$ cat src/rtl/core/mrs_pkg.sv
// Types, constants, microcode table and helpers of the MTRR range splitter.
package mrs_pkg;

  // Field widths
  localparam int AddrW     = 36;
  localparam int SizeW     = 32;
  localparam int TypeW     = 8;
  localparam int IdxW      = 4;
  localparam int PgFieldW  = 24;
  localparam int CntW      = 5;
  localparam int PageShift = 12;

  // Page count of a request: at most 2^20, so 21 bits
  localparam int RemW   = SizeW - PageShift + 1;
  localparam int AlignW = RemW + 1;

  // Entry count limits
  localparam int MaxOut        = 16;
  localparam int VarCountReset = 8;

  // Defaults of the top-level parameters
  localparam int DefMaxVarRanges = 16;
  localparam int DefPageBits     = 24;

  // Sequencer steps
  localparam logic [1:0] STEP_IDLE    = 2'd0;
  localparam logic [1:0] STEP_SETUP   = 2'd1;
  localparam logic [1:0] STEP_EMIT    = 2'd2;
  localparam logic [1:0] STEP_SPECIAL = 2'd3;

  // Branch conditions
  localparam logic [1:0] COND_ACCEPT  = 2'd0;
  localparam logic [1:0] COND_TRIVIAL = 2'd1;
  localparam logic [1:0] COND_DONE    = 2'd2;
  localparam logic [1:0] COND_ALWAYS  = 2'd3;

  typedef struct packed {
    logic       rdy;
    logic       load;
    logic       setup;
    logic       emit_entry;
    logic       emit_special;
    logic       wait_out;
    logic [1:0] cond;
    logic [1:0] jt;
    logic [1:0] jf;
  } ucode_t;

  typedef struct packed {
    logic in_ready;
    logic load;
    logic setup;
    logic emit_entry;
    logic emit_special;
  } mrs_ctrl_t;

  typedef struct packed {
    logic in_valid;
    logic slot_free;
    logic trivial;
    logic done;
  } mrs_stat_t;

  // Control program: one word per step
  function automatic ucode_t ucode_rom(input logic [1:0] step);
    ucode_t w;
    w = '0;
    unique case (step)
      STEP_IDLE: begin
        w.rdy  = 1'b1;
        w.load = 1'b1;
        w.cond = COND_ACCEPT;
        w.jt   = STEP_SETUP;
        w.jf   = STEP_IDLE;
      end
      STEP_SETUP: begin
        w.setup = 1'b1;
        w.cond  = COND_TRIVIAL;
        w.jt    = STEP_SPECIAL;
        w.jf    = STEP_EMIT;
      end
      STEP_EMIT: begin
        w.emit_entry = 1'b1;
        w.wait_out   = 1'b1;
        w.cond       = COND_DONE;
        w.jt         = STEP_IDLE;
        w.jf         = STEP_EMIT;
      end
      STEP_SPECIAL: begin
        w.emit_special = 1'b1;
        w.wait_out     = 1'b1;
        w.cond         = COND_ALWAYS;
        w.jt           = STEP_IDLE;
        w.jf           = STEP_IDLE;
      end
    endcase
    return w;
  endfunction

  // Largest power of two not above v (v nonzero): smear ones down, keep the top
  function automatic logic [RemW-1:0] mrs_hibit(input logic [RemW-1:0] v);
    logic [RemW-1:0] p;
    p = v;
    for (int s = 1; s < RemW; s = s * 2) begin
      p = p | (p >> s);
    end
    return p & ~(p >> 1);
  endfunction

endpackage

$ cat src/rtl/core/mrs_if.sv
// Channel interfaces of the MTRR range splitter: request, entry result, configuration.
interface mrs_req_if;
  import mrs_pkg::*;
  logic                valid;
  logic                ready;
  logic [AddrW-1:0]    base_addr;
  logic [SizeW-1:0]    size_bytes;
  logic [TypeW-1:0]    mem_attr;
  modport source (output valid, base_addr, size_bytes, mem_attr, input ready);
  modport sink   (input valid, base_addr, size_bytes, mem_attr, output ready);
endinterface

interface mrs_rsp_if;
  import mrs_pkg::*;
  logic                valid;
  logic                ready;
  logic [IdxW-1:0]     entry_index;
  logic [PgFieldW-1:0] base_page;
  logic [PgFieldW-1:0] mask_page;
  logic [TypeW-1:0]    type_out;
  logic                entry_valid;
  logic                last;
  logic                failed;
  modport source (output valid, entry_index, base_page, mask_page, type_out,
                  entry_valid, last, failed, input ready);
  modport sink   (input valid, entry_index, base_page, mask_page, type_out,
                  entry_valid, last, failed, output ready);
endinterface

interface mrs_cfg_if;
  import mrs_pkg::*;
  logic            valid;
  logic            ready;
  logic [CntW-1:0] data;
  modport source (output valid, data, input ready);
  modport sink   (input valid, data, output ready);
endinterface

$ cat src/rtl/core/mrs_sequencer.sv
// Microcoded step sequencer: program counter, control word fetch and branching.
module mrs_sequencer (
  input  logic              clk,
  input  logic              rst,
  input  mrs_pkg::mrs_stat_t stat,
  output mrs_pkg::mrs_ctrl_t ctrl
);
  import mrs_pkg::*;

  logic [1:0] step;
  logic [1:0] step_next;
  ucode_t     word;
  logic       fire;
  logic       cond_hit;

  assign word = ucode_rom(step);
  // An output step waits for a free result slot
  assign fire = !word.wait_out || stat.slot_free;

  always_comb begin
    unique case (word.cond)
      COND_ACCEPT:  cond_hit = stat.in_valid;
      COND_TRIVIAL: cond_hit = stat.trivial;
      COND_DONE:    cond_hit = stat.done;
      COND_ALWAYS:  cond_hit = 1'b1;
    endcase
  end

  assign step_next = fire ? (cond_hit ? word.jt : word.jf) : step;

  always_ff @(posedge clk) begin
    if (rst) begin
      step <= STEP_IDLE;
    end else begin
      step <= step_next;
    end
  end

  assign ctrl.in_ready     = word.rdy;
  assign ctrl.load         = word.load && stat.in_valid;
  assign ctrl.setup        = word.setup;
  assign ctrl.emit_entry   = word.emit_entry && stat.slot_free;
  assign ctrl.emit_special = word.emit_special && stat.slot_free;

endmodule

$ cat src/rtl/core/mrs_datapath.sv
// Datapath: request registers, chunk selection, entry counter and result register.
module mrs_datapath #(
  parameter int MAX_VAR_RANGES = mrs_pkg::DefMaxVarRanges,
  parameter int PAGE_BITS      = mrs_pkg::DefPageBits
) (
  input  logic                          clk,
  input  logic                          rst,
  input  mrs_pkg::mrs_ctrl_t            ctrl,
  output mrs_pkg::mrs_stat_t            stat,
  input  logic                          req_valid,
  input  logic [mrs_pkg::AddrW-1:0]     base_addr,
  input  logic [mrs_pkg::SizeW-1:0]     size_bytes,
  input  logic [mrs_pkg::TypeW-1:0]     mem_attr,
  input  logic                          cfg_we,
  input  logic [mrs_pkg::CntW-1:0]      cfg_data,
  output logic                          rsp_valid,
  input  logic                          rsp_ready,
  output logic [mrs_pkg::IdxW-1:0]      entry_index,
  output logic [mrs_pkg::PgFieldW-1:0]  base_page,
  output logic [mrs_pkg::PgFieldW-1:0]  mask_page,
  output logic [mrs_pkg::TypeW-1:0]     type_out,
  output logic                          entry_valid,
  output logic                          last,
  output logic                          failed
);
  import mrs_pkg::*;

  localparam int CapCnt = (MAX_VAR_RANGES < MaxOut) ? MAX_VAR_RANGES : MaxOut;

  logic [CntW-1:0]      var_count;
  logic [RemW-1:0]      rem;
  logic [AlignW-1:0]    align;
  logic [PgFieldW-1:0]  base_pg;
  logic                 low_nz;
  logic [PAGE_BITS-1:0] page;
  logic [TypeW-1:0]     mtype;
  logic [IdxW-1:0]      n;

  logic [CntW-1:0]      cnt_eff;
  logic [PgFieldW-1:0]  lsb;
  logic                 align_big;
  logic [AlignW-1:0]    align_next;
  logic                 use_align;
  logic [RemW-1:0]      chunk;
  logic [RemW-1:0]      rem_left;
  logic                 last_slot;
  logic                 done;
  logic [PAGE_BITS-1:0] chunk_pg;
  logic [PAGE_BITS-1:0] mask_pg;

  assign cnt_eff = (var_count > CntW'(CapCnt)) ? CntW'(CapCnt) : var_count;

  // Alignment chunk: lowest set page bit of the base, one page if any low byte bit is set
  assign lsb       = base_pg & (~base_pg + PgFieldW'(1));
  assign align_big = (base_pg == '0) || (|lsb[PgFieldW-1:RemW]);
  always_comb begin
    if (low_nz) begin
      align_next = AlignW'(1);
    end else if (align_big) begin
      align_next = {1'b1, {RemW{1'b0}}};
    end else begin
      align_next = {1'b0, lsb[RemW-1:0]};
    end
  end

  assign use_align = {1'b0, rem} >= align;
  assign chunk     = use_align ? align[RemW-1:0] : mrs_hibit(rem);
  assign rem_left  = rem - chunk;
  assign last_slot = (CntW'(n) + CntW'(1)) == cnt_eff;
  assign done      = (rem_left == '0) || last_slot;
  assign chunk_pg  = PAGE_BITS'(chunk);
  assign mask_pg   = ~(chunk_pg - PAGE_BITS'(1));

  assign stat.in_valid  = req_valid;
  assign stat.slot_free = !rsp_valid || rsp_ready;
  assign stat.trivial   = (rem == '0) || (cnt_eff == '0);
  assign stat.done      = done;

  always_ff @(posedge clk) begin
    if (rst) begin
      var_count <= CntW'(VarCountReset);
    end else if (cfg_we) begin
      var_count <= cfg_data;
    end
  end

  always_ff @(posedge clk) begin
    if (rst) begin
      rsp_valid <= 1'b0;
    end else if (ctrl.emit_entry || ctrl.emit_special) begin
      rsp_valid <= 1'b1;
    end else if (rsp_ready) begin
      rsp_valid <= 1'b0;
    end
  end

  always_ff @(posedge clk) begin
    if (ctrl.load) begin
      rem     <= {1'b0, size_bytes[SizeW-1:PageShift]} + RemW'(|size_bytes[PageShift-1:0]);
      base_pg <= base_addr[AddrW-1:PageShift];
      low_nz  <= |base_addr[PageShift-1:0];
      page    <= PAGE_BITS'(base_addr[AddrW-1:PageShift]);
      mtype   <= mem_attr;
    end
    if (ctrl.setup) begin
      align <= align_next;
      n     <= '0;
    end
    if (ctrl.emit_entry) begin
      rem         <= rem_left;
      page        <= page + chunk_pg;
      n           <= n + IdxW'(1);
      entry_index <= n;
      base_page   <= PgFieldW'(page);
      mask_page   <= PgFieldW'(mask_pg);
      type_out    <= mtype;
      entry_valid <= 1'b1;
      last        <= done;
      failed      <= done && (rem_left != '0);
    end
    if (ctrl.emit_special) begin
      entry_index <= '0;
      base_page   <= '0;
      mask_page   <= '0;
      type_out    <= '0;
      entry_valid <= 1'b0;
      last        <= 1'b1;
      failed      <= rem != '0;
    end
  end

endmodule

$ cat src/rtl/core/mtrr_range_splitter_core.sv
// Top level of the MTRR variable-range splitter.
//
//  Channel | Dir | Payload                                              | Accepted when
//  --------+-----+------------------------------------------------------+---------------------
//  req     | in  | base_addr, size_bytes, mem_attr                      | req.valid & req.ready
//  rsp     | out | entry_index, base_page, mask_page, type_out,         | rsp.valid & rsp.ready
//          |     | entry_valid, last, failed                            |
//  cfg     | in  | data (available variable-range entry count)          | cfg.valid & cfg.ready
//
// A request yields N results (1 to 16). The idle step accepts it; the set-up step works
// out the page count test and alignment chunk; then the emit step, from the single chunk
// select / subtract unit, yields one entry per cycle while the result slot is free.
// Reset clears the step counter and the result valid, and sets the entry count to 8.
// A stalled result holds the emit step; req is taken again once the last result is
// registered, even while it still waits on rsp. cfg is always ready.
module mtrr_range_splitter_core #(
  parameter int MAX_VAR_RANGES = mrs_pkg::DefMaxVarRanges,
  parameter int PAGE_BITS      = mrs_pkg::DefPageBits
) (
  input  logic      clk,
  input  logic      rst,
  mrs_req_if.sink   req,
  mrs_rsp_if.source rsp,
  mrs_cfg_if.sink   cfg
);
  import mrs_pkg::*;

  mrs_ctrl_t ctrl;
  mrs_stat_t stat;

  // Configuration writes land directly in the entry count register
  assign cfg.ready = 1'b1;
  assign req.ready = ctrl.in_ready;

  // Step counter and control program
  mrs_sequencer u_seq (
    .clk  (clk),
    .rst  (rst),
    .stat (stat),
    .ctrl (ctrl)
  );

  // Request registers, chunk unit and result register
  mrs_datapath #(
    .MAX_VAR_RANGES (MAX_VAR_RANGES),
    .PAGE_BITS      (PAGE_BITS)
  ) u_dp (
    .clk         (clk),
    .rst         (rst),
    .ctrl        (ctrl),
    .stat        (stat),
    .req_valid   (req.valid),
    .base_addr   (req.base_addr),
    .size_bytes  (req.size_bytes),
    .mem_attr    (req.mem_attr),
    .cfg_we      (cfg.valid),
    .cfg_data    (cfg.data),
    .rsp_valid   (rsp.valid),
    .rsp_ready   (rsp.ready),
    .entry_index (rsp.entry_index),
    .base_page   (rsp.base_page),
    .mask_page   (rsp.mask_page),
    .type_out    (rsp.type_out),
    .entry_valid (rsp.entry_valid),
    .last        (rsp.last),
    .failed      (rsp.failed)
  );

endmodule

$ cat src/flat_wrapper.sv
// flat-port wrapper written by rule: the top's interface ports become plain ports
module mtrr_range_splitter_core_flat import mrs_pkg::*;
#(
  parameter int MAX_VAR_RANGES = mrs_pkg::DefMaxVarRanges,
  parameter int PAGE_BITS      = mrs_pkg::DefPageBits
)
  (clk, rst, req_valid, req_base_addr, req_size_bytes, req_mem_attr, req_ready, rsp_valid, rsp_entry_index, rsp_base_page, rsp_mask_page, rsp_type_out, rsp_entry_valid, rsp_last, rsp_failed, rsp_ready, cfg_valid, cfg_data, cfg_ready);
  mrs_req_if req_i ();
  mrs_rsp_if rsp_i ();
  mrs_cfg_if cfg_i ();
  input  logic clk;
  input  logic rst;
  input wire logic [$bits(req_i.valid)-1:0] req_valid;
  input wire logic [$bits(req_i.base_addr)-1:0] req_base_addr;
  input wire logic [$bits(req_i.size_bytes)-1:0] req_size_bytes;
  input wire logic [$bits(req_i.mem_attr)-1:0] req_mem_attr;
  output wire logic [$bits(req_i.ready)-1:0] req_ready;
  output wire logic [$bits(rsp_i.valid)-1:0] rsp_valid;
  output wire logic [$bits(rsp_i.entry_index)-1:0] rsp_entry_index;
  output wire logic [$bits(rsp_i.base_page)-1:0] rsp_base_page;
  output wire logic [$bits(rsp_i.mask_page)-1:0] rsp_mask_page;
  output wire logic [$bits(rsp_i.type_out)-1:0] rsp_type_out;
  output wire logic [$bits(rsp_i.entry_valid)-1:0] rsp_entry_valid;
  output wire logic [$bits(rsp_i.last)-1:0] rsp_last;
  output wire logic [$bits(rsp_i.failed)-1:0] rsp_failed;
  input wire logic [$bits(rsp_i.ready)-1:0] rsp_ready;
  input wire logic [$bits(cfg_i.valid)-1:0] cfg_valid;
  input wire logic [$bits(cfg_i.data)-1:0] cfg_data;
  output wire logic [$bits(cfg_i.ready)-1:0] cfg_ready;
  assign req_i.valid = req_valid;
  assign req_i.base_addr = req_base_addr;
  assign req_i.size_bytes = req_size_bytes;
  assign req_i.mem_attr = req_mem_attr;
  assign req_ready = req_i.ready;
  assign rsp_valid = rsp_i.valid;
  assign rsp_entry_index = rsp_i.entry_index;
  assign rsp_base_page = rsp_i.base_page;
  assign rsp_mask_page = rsp_i.mask_page;
  assign rsp_type_out = rsp_i.type_out;
  assign rsp_entry_valid = rsp_i.entry_valid;
  assign rsp_last = rsp_i.last;
  assign rsp_failed = rsp_i.failed;
  assign rsp_i.ready = rsp_ready;
  assign cfg_i.valid = cfg_valid;
  assign cfg_i.data = cfg_data;
  assign cfg_ready = cfg_i.ready;
  mtrr_range_splitter_core #(.MAX_VAR_RANGES(MAX_VAR_RANGES), .PAGE_BITS(PAGE_BITS)) u_core (.clk(clk), .rst(rst), .req(req_i), .rsp(rsp_i), .cfg(cfg_i));
endmodule
$ cat config.mk
export PLATFORM = sky130hd
export DESIGN_NAME = mtrr_range_splitter_core_flat
export DESIGN_NICKNAME = d
export VERILOG_FILES = /design/src/rtl/core/mrs_pkg.sv /design/src/rtl/core/mrs_if.sv /design/src/rtl/core/mrs_sequencer.sv /design/src/rtl/core/mrs_datapath.sv /design/src/rtl/core/mtrr_range_splitter_core.sv /design/src/flat_wrapper.sv
export SDC_FILE = /design/constraint.sdc
export NUM_CORES = 1
export LEC_CHECK = 0
export BUFFER_PORTS_ARGS = -buffer_cell sky130_fd_sc_hd__buf_2
export CAP_MARGIN = 20
export CORE_UTILIZATION = 55
export DETAILED_ROUTE_END_ITERATION = 10
export GPL_TIMING_DRIVEN = 0
export PLACE_DENSITY = 0.75
export SLEW_MARGIN = 20
export SYNTH_ARGS = -nofsm -noshare
export SYNTH_HDL_FRONTEND = slang
export SYNTH_HIERARCHICAL = 1
export SYNTH_SLANG_ARGS = --single-unit
$ cat constraint.sdc
create_clock -name clk -period 8 [get_ports clk]
set_input_delay 1.2 -clock clk [delete_from_list [all_inputs] [get_ports clk]]
set_output_delay 1.2 -clock clk [all_outputs]
set_load 0.01 [all_outputs]
=== Word-level counts from Yosys, hierarchy flattened ===
Cells that the tools add are included.

* Bits in registers: 175
* Output and inout bits: 66
* Bits of input ports: 86

* Bitwise gates (word level): 10
* Muxes and demuxes: 21
* Order comparisons: 2
* Add/subtract/negate cells: 7
* Equal/unequal tests: 7
* Reduce and logical (&&, ||, !) cells: 29

{| class="wikitable"
|+ Operators with widths
! kind !! count
|-
| $mux W21 || 3
|-
| $mux W24 || 2
|-
| $not A24 Y24 || 2
|-
| $logic_not A21 Y1 || 2
|-
| $reduce_bool A21 Y1 || 2
|-
| $add A24 B1 Y24 const B || 1
|-
| $add A24 B21 Y24 || 1
|-
| $and A24 B24 Y24 || 1
|-
| $logic_not A24 Y1 || 1
|-
| $pmux W6 S4 || 1
|-
| $reduce_or A12 Y1 || 2
|-
| $ge A21 B22 Y1 || 1
|-
| $mux W22 || 1
|-
| $sub A21 B1 Y22 const B || 1
|-
| $add A20 B1 Y21 || 1
|-
| $and A21 B21 Y21 || 1
|-
| $not A20 Y21 || 1
|-
| $or A21 B13 Y21 || 1
|-
| $or A21 B17 Y21 || 1
|-
| $or A21 B19 Y21 || 1
|-
| $or A21 B20 Y21 || 1
|-
| $or A21 B5 Y21 || 1
|-
| $sub A21 B21 Y21 || 1
|-
| $eq A2 B2 Y1 const B || 4
|-
| other kinds (18) || 42
|}

=== Logic depth before layout (Yosys ltp) ===
Gate-level depths: netlist of run 1.

* Word-level depth: 14
* Gate-level depth with buffers: 31

=== Cells and area by module ===
Netlist of run 1, hierarchy kept.

{| class="wikitable"
|+ Modules (own cells, without submodules)
! module !! seq. area each (um^2) !! instances !! cells an instance !! area an instance (um^2)
|-
| mrs_datapath || 4384.2 || 1 || 1070 || 10366.2
|-
| mrs_sequencer || 40.0 || 1 || 28 || 249.0
|-
| mtrr_range_splitter_core || 0.0 || 1 || 2 || 11.3
|}

=== Worst setup path after synthesis of run 1 ===
OpenSTA, ideal clock, no wires.

* Path kind: flip-flop to flip-flop
* Start point: register u_core.u_dp.rem[9]
* End point: register u_core.u_seq.step[1]
* Arrival: 5.739 ns
* Path slack: 2.138 ns
* Data required time: 7.876 ns
* Period minus slack after synthesis: 5.862 ns
* Cell stages (with the launch flop): 28
* Cells stage by stage: edfxtp_1 -> ha_1 -> a21oi_2 -> nand2_2 -> or3_4 -> o211ai_2 -> nand2_1 -> buf_2 -> clkbuf_1 -> o21ai_0 -> inv_1 -> ha_1 -> nor2b_1 -> o31ai_2 -> a21oi_1 -> o311ai_0 -> nand2_1 -> o22ai_2 -> o211ai_2 -> a311oi_2 -> xnor2_1 -> nor4_2 -> nand2_1 -> nand2b_1 -> buf_4 -> and2_1 -> o2111a_1 -> a211oi_2

* Longest elaborated chain between the ends: 13

{| class="wikitable"
|+ Ends and longest elaborated chain
! item !! line !! text
|-
| start, declared || mrs_datapath.sv:31 || <nowiki>logic [RemW-1:0] rem;</nowiki>
|-
| start signal, assigned || mrs_datapath.sv:99 || <nowiki>rem <= {1'b0, size_bytes[SizeW-1:PageShift]} + RemW'(|size_bytes[PageShift-1:0]);</nowiki>
|-
| start signal, assigned || mrs_datapath.sv:110 || <nowiki>rem <= rem_left;</nowiki>
|-
| parallel branches: the longest is 8 deep, another holds $ge A21 B22 Y1 || -- ||
|-
| $sub A21 B21 Y21 * || mrs_datapath.sv:68 || <nowiki>assign rem_left = rem - chunk;</nowiki>
|-
| $logic_not A21 Y1 * || mrs_datapath.sv:70 || <nowiki>assign done = (rem_left == '0) || last_slot;</nowiki>
|-
| $logic_or A1 B1 Y1 * || mrs_datapath.sv:70 ||
|-
| net u_core.u_dp.done || mrs_datapath.sv:47 || <nowiki>logic done;</nowiki>
|-
| $pmux W1 S4 * || mrs_sequencer.sv:21 || <nowiki>unique case (word.cond)</nowiki>
|-
| $mux W2 * || mrs_sequencer.sv:29 || <nowiki>assign step_next = fire ? (cond_hit ? word.jt : word.jf) : step;</nowiki>
|-
| end signal, assigned || mrs_sequencer.sv:35 || <nowiki>step <= step_next;</nowiki>
|-
| end, declared || mrs_sequencer.sv:10 || <nowiki>logic [1:0] step;</nowiki>
|}

Mark *: on every way through the listed nets, which the timed path passes.
A chain may end at the register's enable or synchronous reset.

=== Worst setup path in the final report of run 1 ===
* Start point: register u_core.u_dp.rem[20]
* End point: register u_core.u_seq.step[1]

Same word-level chain as after synthesis.

==> impl_metrics.ini, run 1 <==
[run_status]
run_status = completed

[sta]
drv_slew = 0
min_period_ps = 7360
setup_tns_ps = 0
period_share = 0.920
layout_setup_ws_ps = 642
rsz0062_at_grt = false
report.final.hold_viol_count = 0
max_freq_mhz = 136
finClkSkew_ps = 11.9
maxSlewHeadroom = 0.381
setup_viol_count_final = 0
tightest_slew_ps = 906

[synth]
syn_nets = 1256
synth-edff-count = 102
yosysMostFrequentCell = nor2_1
ys_top_cells_by_count = nor2_1, edfxtp_1, nand2_1
synth_top_cell_by_area = edfxtp_1
syn_avg_cell_area_um2 = 9.66
yosysTopAreaCellShare = 0.288
syn_inst = 1100
synth_cell_types = 92
syn_area_um2 = 10600
ys_ff_latch = 170
yosysWarningCount = 6
async_reset_ff_frac = 0
synthTopCellsByArea = edfxtp_1, dfxtp_1, ha_1
synth_seq_area_share = 0.416
synth-main-ff-cell = edfxtp_1

[cts]
cts-root-buf = clkbuf_16
postCtsSetupRepairBufs = 0
cts_max_level = 4
cts_buffers = 17
cts_resized = 0
hold_buffers = 0
cts_max_path_buffers = 2
clkTransAtPathRegs_ps = 70
cts_tree = done
clk_latency_ps = 430
cts.sinks = 170

[power]
ir_drop_mv = 0.212
leakage_nw = 5.11
power.density_nw_per_um2 = 448

[layout]
nets = 1424
diodes = 0
drive_above_1_share = 0.198
syn_to_final_growth_pct = 15.5
layout.area.seq_um2 = 4420
multi_input_area_um2 = 5810
nFillCells = 1556

[critical_path]
crit_path_max_incr_delay_ps = 610
cp_common_cell = nand2_1
cp.arrival_ps = 7670
crit_slowest_cell = nor2_1
path_class = reg -> reg
cp.required_ps = 8310
endpoint_kind = register
start_kind = register
worstPathMaxFanout = 10

[place]
post-dp-hpwl_um = 20800
pre_cts_ws_ps = 584
port_buffers = 148
routabilityCongestion = 0.908

[floorplan]
initial_core_util = 0.564
core_um2 = 18800
rows = 50
die_area_um2 = 19900
io_pins = 152
dieHeight_um = 141
die-width_um = 141

[routing]
drc_errors = 0
via_count = 8844
drt_iter0_markers = 651
first_pass_iters = 5
viasPerCell = 5.74
final_antenna_net_count = 0
wl_per_cell_um = 17.6
finalWirelength_um = 27100

[global_route]
grt_pass1_wl_um = 43100
grt_usage = 0.282
grt_overflow = 0
grt_max_degree = 46
grt_antenna_before_repair = 1
grt_pass1_vias = 8331

[flow_run]
drv_cap = 0

[min_path]
hp-class = reg -> reg
-- report_power, final --
| part | total, mW | internal, mW | leakage, nW | switching, mW |
|---|---|---|---|---|
| clock | 0.789 | 0.427 | 0.282 | 0.363 |
| sequential | 1.63 | 1.35 | 1.55 | 0.278 |
| combinational | 3.08 | 1.27 | 3.27 | 1.81 |
-- through the flow --
stage / hold slack [ps] / cell area (µm²) / total power, mW / instances / util
2_1_floorplan: 457 / 10600 / 3.83 / 1100 / -
3_3_place_gp: 449 / 11700 / 4.59 / 1508 / 0.621
3_5_place_dp: 454 / 11700 / 4.66 / 1509 / 0.622
4_1_cts: 469 / 12300 / 5.47 / 1541 / 0.652
5_1_grt: 483 / 12300 / 5.90 / 1541 / 0.652
6_report: 470 / 12300 / 5.50 / 1541 / 0.652
-- cell type report --
cell class,count,share of cell area
buffer,41,0.0145
clock buffer,20,0.0373
clock inverter,12,0.00815
inverter,59,0.0180
multi-input combinational,830,0.473
sequential,170,0.360
tap,260,0.0265
timing repair buffer,149,0.0620
-- sequential cells by signal, indices dropped and copies added (netlist names), 4 cells and up --
register                 flops
u_core/u_dp/align           22
u_core/u_dp/base_page       24
u_core/u_dp/page            24
u_core/u_dp/base_pg         21
u_core/u_dp/n                4
u_core/u_dp/mtype            8
u_core/u_dp/mask_page       22
u_core/u_dp/rem             21
u_core/u_dp/var_count        5
u_core/u_dp/type_out         8
u_core/u_dp/entry_index      4
-- worst paths after layout --
check | depth (start not counted) | end | start | slack, ps
worst max-delay path | 27 | u_core/u_seq/step[1] | u_core/u_dp/rem[20] | 640
worst min-delay path | 2 | u_core/u_dp/base_page[21] | u_core/u_dp/base_page[21] | 470
worst max register to register | 27 | u_core/u_seq/step[1] | u_core/u_dp/rem[20] | 640
worst min register to register | 2 | u_core/u_dp/base_page[21] | u_core/u_dp/base_page[21] | 470
-- critical path: cells and delay by family, from the launching register on --
kind	cells	cell delay, ps
xor+xnor	1	150
compound gates	10	2530
flops	1	550
fa+ha+maj	2	680
simple gates	10	2420
buf+inv	4	900
-- cells by family (layout without fill, tap and decap cells) --
group,Yosys count,count (layout),synth area share
AND/OR/NAND/NOR,399,399,0.194
AO/OA/AOI/OAI,227,227,0.149
adder cells (fa/ha/maj),72,72,0.0858
flip-flops,170,170,0.416
other,1,1,0.000353
XOR/XNOR,71,71,0.0585
buffers and inverters,100,281,0.0376
multiplexers,60,60,0.0586
-- placed cells by master (no fill, tap or decap), types with 44 or more instances in the layout --
cell	netlist	routed
buf_2	4	152
nor2_1	125	125
edfxtp_1	102	102
nand2_1	80	80
dfxtp_1	68	68
ha_1	68	67
inv_1	59	59
a21oi_1	48	48
xnor2_1	47	47
o21ai_0	45	44
-- layer usage --
metal,GRT usage,part of all wire,up-vias
met5,0,0.00052,-
met4,0.0990,0.023,2
met3,0.0442,0.066,37
met2,0.453,0.45,319
met1,0.387,0.46,4151
li1,-,-,4335
No activity file was read; power rests on OpenSTA's default activity.
==> run 2, diff against run 1 <==
--- a/config.mk
+++ b/config.mk
@@ -7,10 +7,12 @@
 export LEC_CHECK = 0
 export BUFFER_PORTS_ARGS = -buffer_cell sky130_fd_sc_hd__buf_2
 export CAP_MARGIN = 20
+export CORE_ASPECT_RATIO = 0.7
 export CORE_UTILIZATION = 55
 export DETAILED_ROUTE_END_ITERATION = 10
 export GPL_TIMING_DRIVEN = 0
 export PLACE_DENSITY = 0.75
+export SETUP_SLACK_MARGIN = 0.1
 export SLEW_MARGIN = 20
 export SYNTH_ARGS = -nofsm -noshare
 export SYNTH_HDL_FRONTEND = slang
==> run 2 against run 1 <==
Register-to-register slack worse by 50 ps. Worst setup slack worse by 46 ps. Global-route usage up 0.95 points. Critical path depth stayed put. Power up 1.9%. Routed wire length rose by 5.9%. Sequential share of layout area shrank 0.066 points. Die area about the same. Core utilization is 0.18 points lower. Clock skew rose by 2.3 ps. Cell count shrank 1.2%. Cell area up 0.18%. Critical endpoint unchanged.
==> impl_metrics.ini, run 2 (synthesized netlist as in run 1, its figures left out) <==
[cts]
clkTransAtPathRegs_ps = 70
cts_buffers = 17
cts.sinks = 170
hold_buffers = 0
cts_max_path_buffers = 2
clk_latency_ps = 430
cts_max_level = 4
cts_tree = done
cts-root-buf = clkbuf_16

[critical_path]
worstPathMaxFanout = 10
crit_path_max_incr_delay_ps = 610
endpoint_kind = register
cp_common_cell = nand2_1
cp_num_buf_inv = 4
cp.arrival_ps = 7720
startpoint = u_core/u_dp/rem[20]
crit_slowest_cell = nor2_1
crit-reg2reg-launch = u_core/u_dp/rem[20]
start_kind = register
cp.required_ps = 8320
cp_top_family = compound AO/OA/AOI/OAI gates
path_class = reg -> reg

[sta]
maxSlewHeadroom = 0.394
rsz0062_at_grt = false
min_period_ps = 7400
setup_tns_ps = 0
drv_slew = 0
tightest_slew_ps = 908
max_freq_mhz = 135
report.final.hold_viol_count = 0
period_share = 0.926
finClkSkew_ps = 14.2
setup_viol_count_final = 0
hold_ws_ps = 463

[layout]
layout_common_cells = buf_2, nor2_1, edfxtp_1
largestRegisters = u_core/u_dp/base_page x24, u_core/u_dp/page x24
syn_to_final_growth_pct = 15.7
nets = 1424
nFillCells = 1574
drive_above_1_share = 0.199
diodes = 0
final_common_cell = buf_2
multi_input_area_um2 = 5810
layout.area.seq_um2 = 4420
postLayoutCellArea_um2 = 12300

[floorplan]
die_area_um2 = 19900
rows = 42
core_um2 = 18900
initial_core_util = 0.562
dieHeight_um = 118
io_pins = 152
die-width_um = 168

[global_route]
grt_max_degree = 46
grt_overflow = 0
grt_pass1_vias = 8124
grt_usage = 0.291
grt_pass1_wl_um = 44100
grt_antenna_before_repair = 0

[place]
port_buffers = 148
post-dp-hpwl_um = 21900
routabilityCongestion = 0.939
placedInstanceArea_um2 = 11700

[run_status]
run_status = completed

[routing]
viasPerCell = 5.93
via_count = 9036
final_antenna_net_count = 0
first_pass_iters = 5
wl_per_cell_um = 18.8
finalWirelength_um = 28700
drc_errors = 0
drt_iter0_markers = 834

[flow_run]
drv_cap = 0

[power]
seqPwrFrac = 0.293
total_power_mw = 5.60
internal_power_mw = 3.05
leakage_nw = 5.12
p_comb_frac = 0.557
power.density_nw_per_um2 = 455
ir_drop_mv = 0.195
p_sw_frac = 0.456
p_clk_frac = 0.149
switchingPower_mw = 2.55

[min_path]
hp-class = reg -> reg
holdCritStartpoint = u_core/u_dp/mask_page[8]
-- run 2: cell count changes in the layout (fill, tap and decap cells not counted), sizes merged --
cell / previous run / this run
clkbuf: 49 / 47
clkinvlp: 0 / 1
inv: 69 / 65
clkinv: 2 / 7
-- run 2: layer usage --
layer / GRT usage / wire [µm]
met2: 0.413 / 11400
met4: 0.0563 / 282
met1: 0.456 / 14100
met5: 0 / 0
met3: 0.0596 / 2860
-- run 2: final timing paths --
path / to / slack [ps] / depth (start not counted)
max: u_core/u_seq/step[1] / 600 / 27
min: u_core/u_dp/mask_page[8] / 460 / 2
max reg2reg: u_core/u_seq/step[1] / 600 / 27
min reg2reg: u_core/u_dp/mask_page[8] / 460 / 2
-- run 2: worst register-to-register path, delay by kind of cell, from the launching register on --
| family | cells | cell delay [ps] |
|---|---|---|
| and+or+nand+nor | 10 | 2410 |
| xor gates and xnor gates | 1 | 140 |
| buffers and inverters | 4 | 900 |
| adders and majority gates | 2 | 690 |
| DFF | 1 | 570 |
| AOI/OAI and AO/OA | 10 | 2590 |
-- run 2: power by group through the flow --
stage	Sequential, mW	Clock, mW	Combinational, mW
after detailed placement	1.64	0	3.06
after CTS	1.63	0.846	3.08
after global routing	1.68	0.873	3.43
after floorplan	1.63	0	2.21
final	1.64	0.835	3.12
after global placement	1.64	0	2.99
-- run 2: final cells by class --
| type | count | share of cell area |
|---|---|---|
| inverters | 59 | 0.0180 |
| flip-flops and latches | 170 | 0.360 |
| plain buffers | 41 | 0.0144 |
| clock buffers | 18 | 0.0349 |
| well taps | 242 | 0.0246 |
| multi-input cells | 830 | 0.472 |
| repair buffers | 149 | 0.0619 |
| clock inverters | 14 | 0.0141 |
-- run 2: through the flow --
step,worst slack (ps),instances,utilization
2_1_floorplan,2140,1100,-
3_3_place_gp,428,1490,0.617
3_5_place_dp,424,1491,0.618
4_1_cts,396,1523,0.650
5_1_grt,173,1523,0.650
6_report,596,1523,0.650
-- run 2: what timing repair did --
action / in CTS / in global routing
gates resized for setup: 0 / 1
setup buffers: 0 / 0
endpoints found under the setup margin: 0 / 2
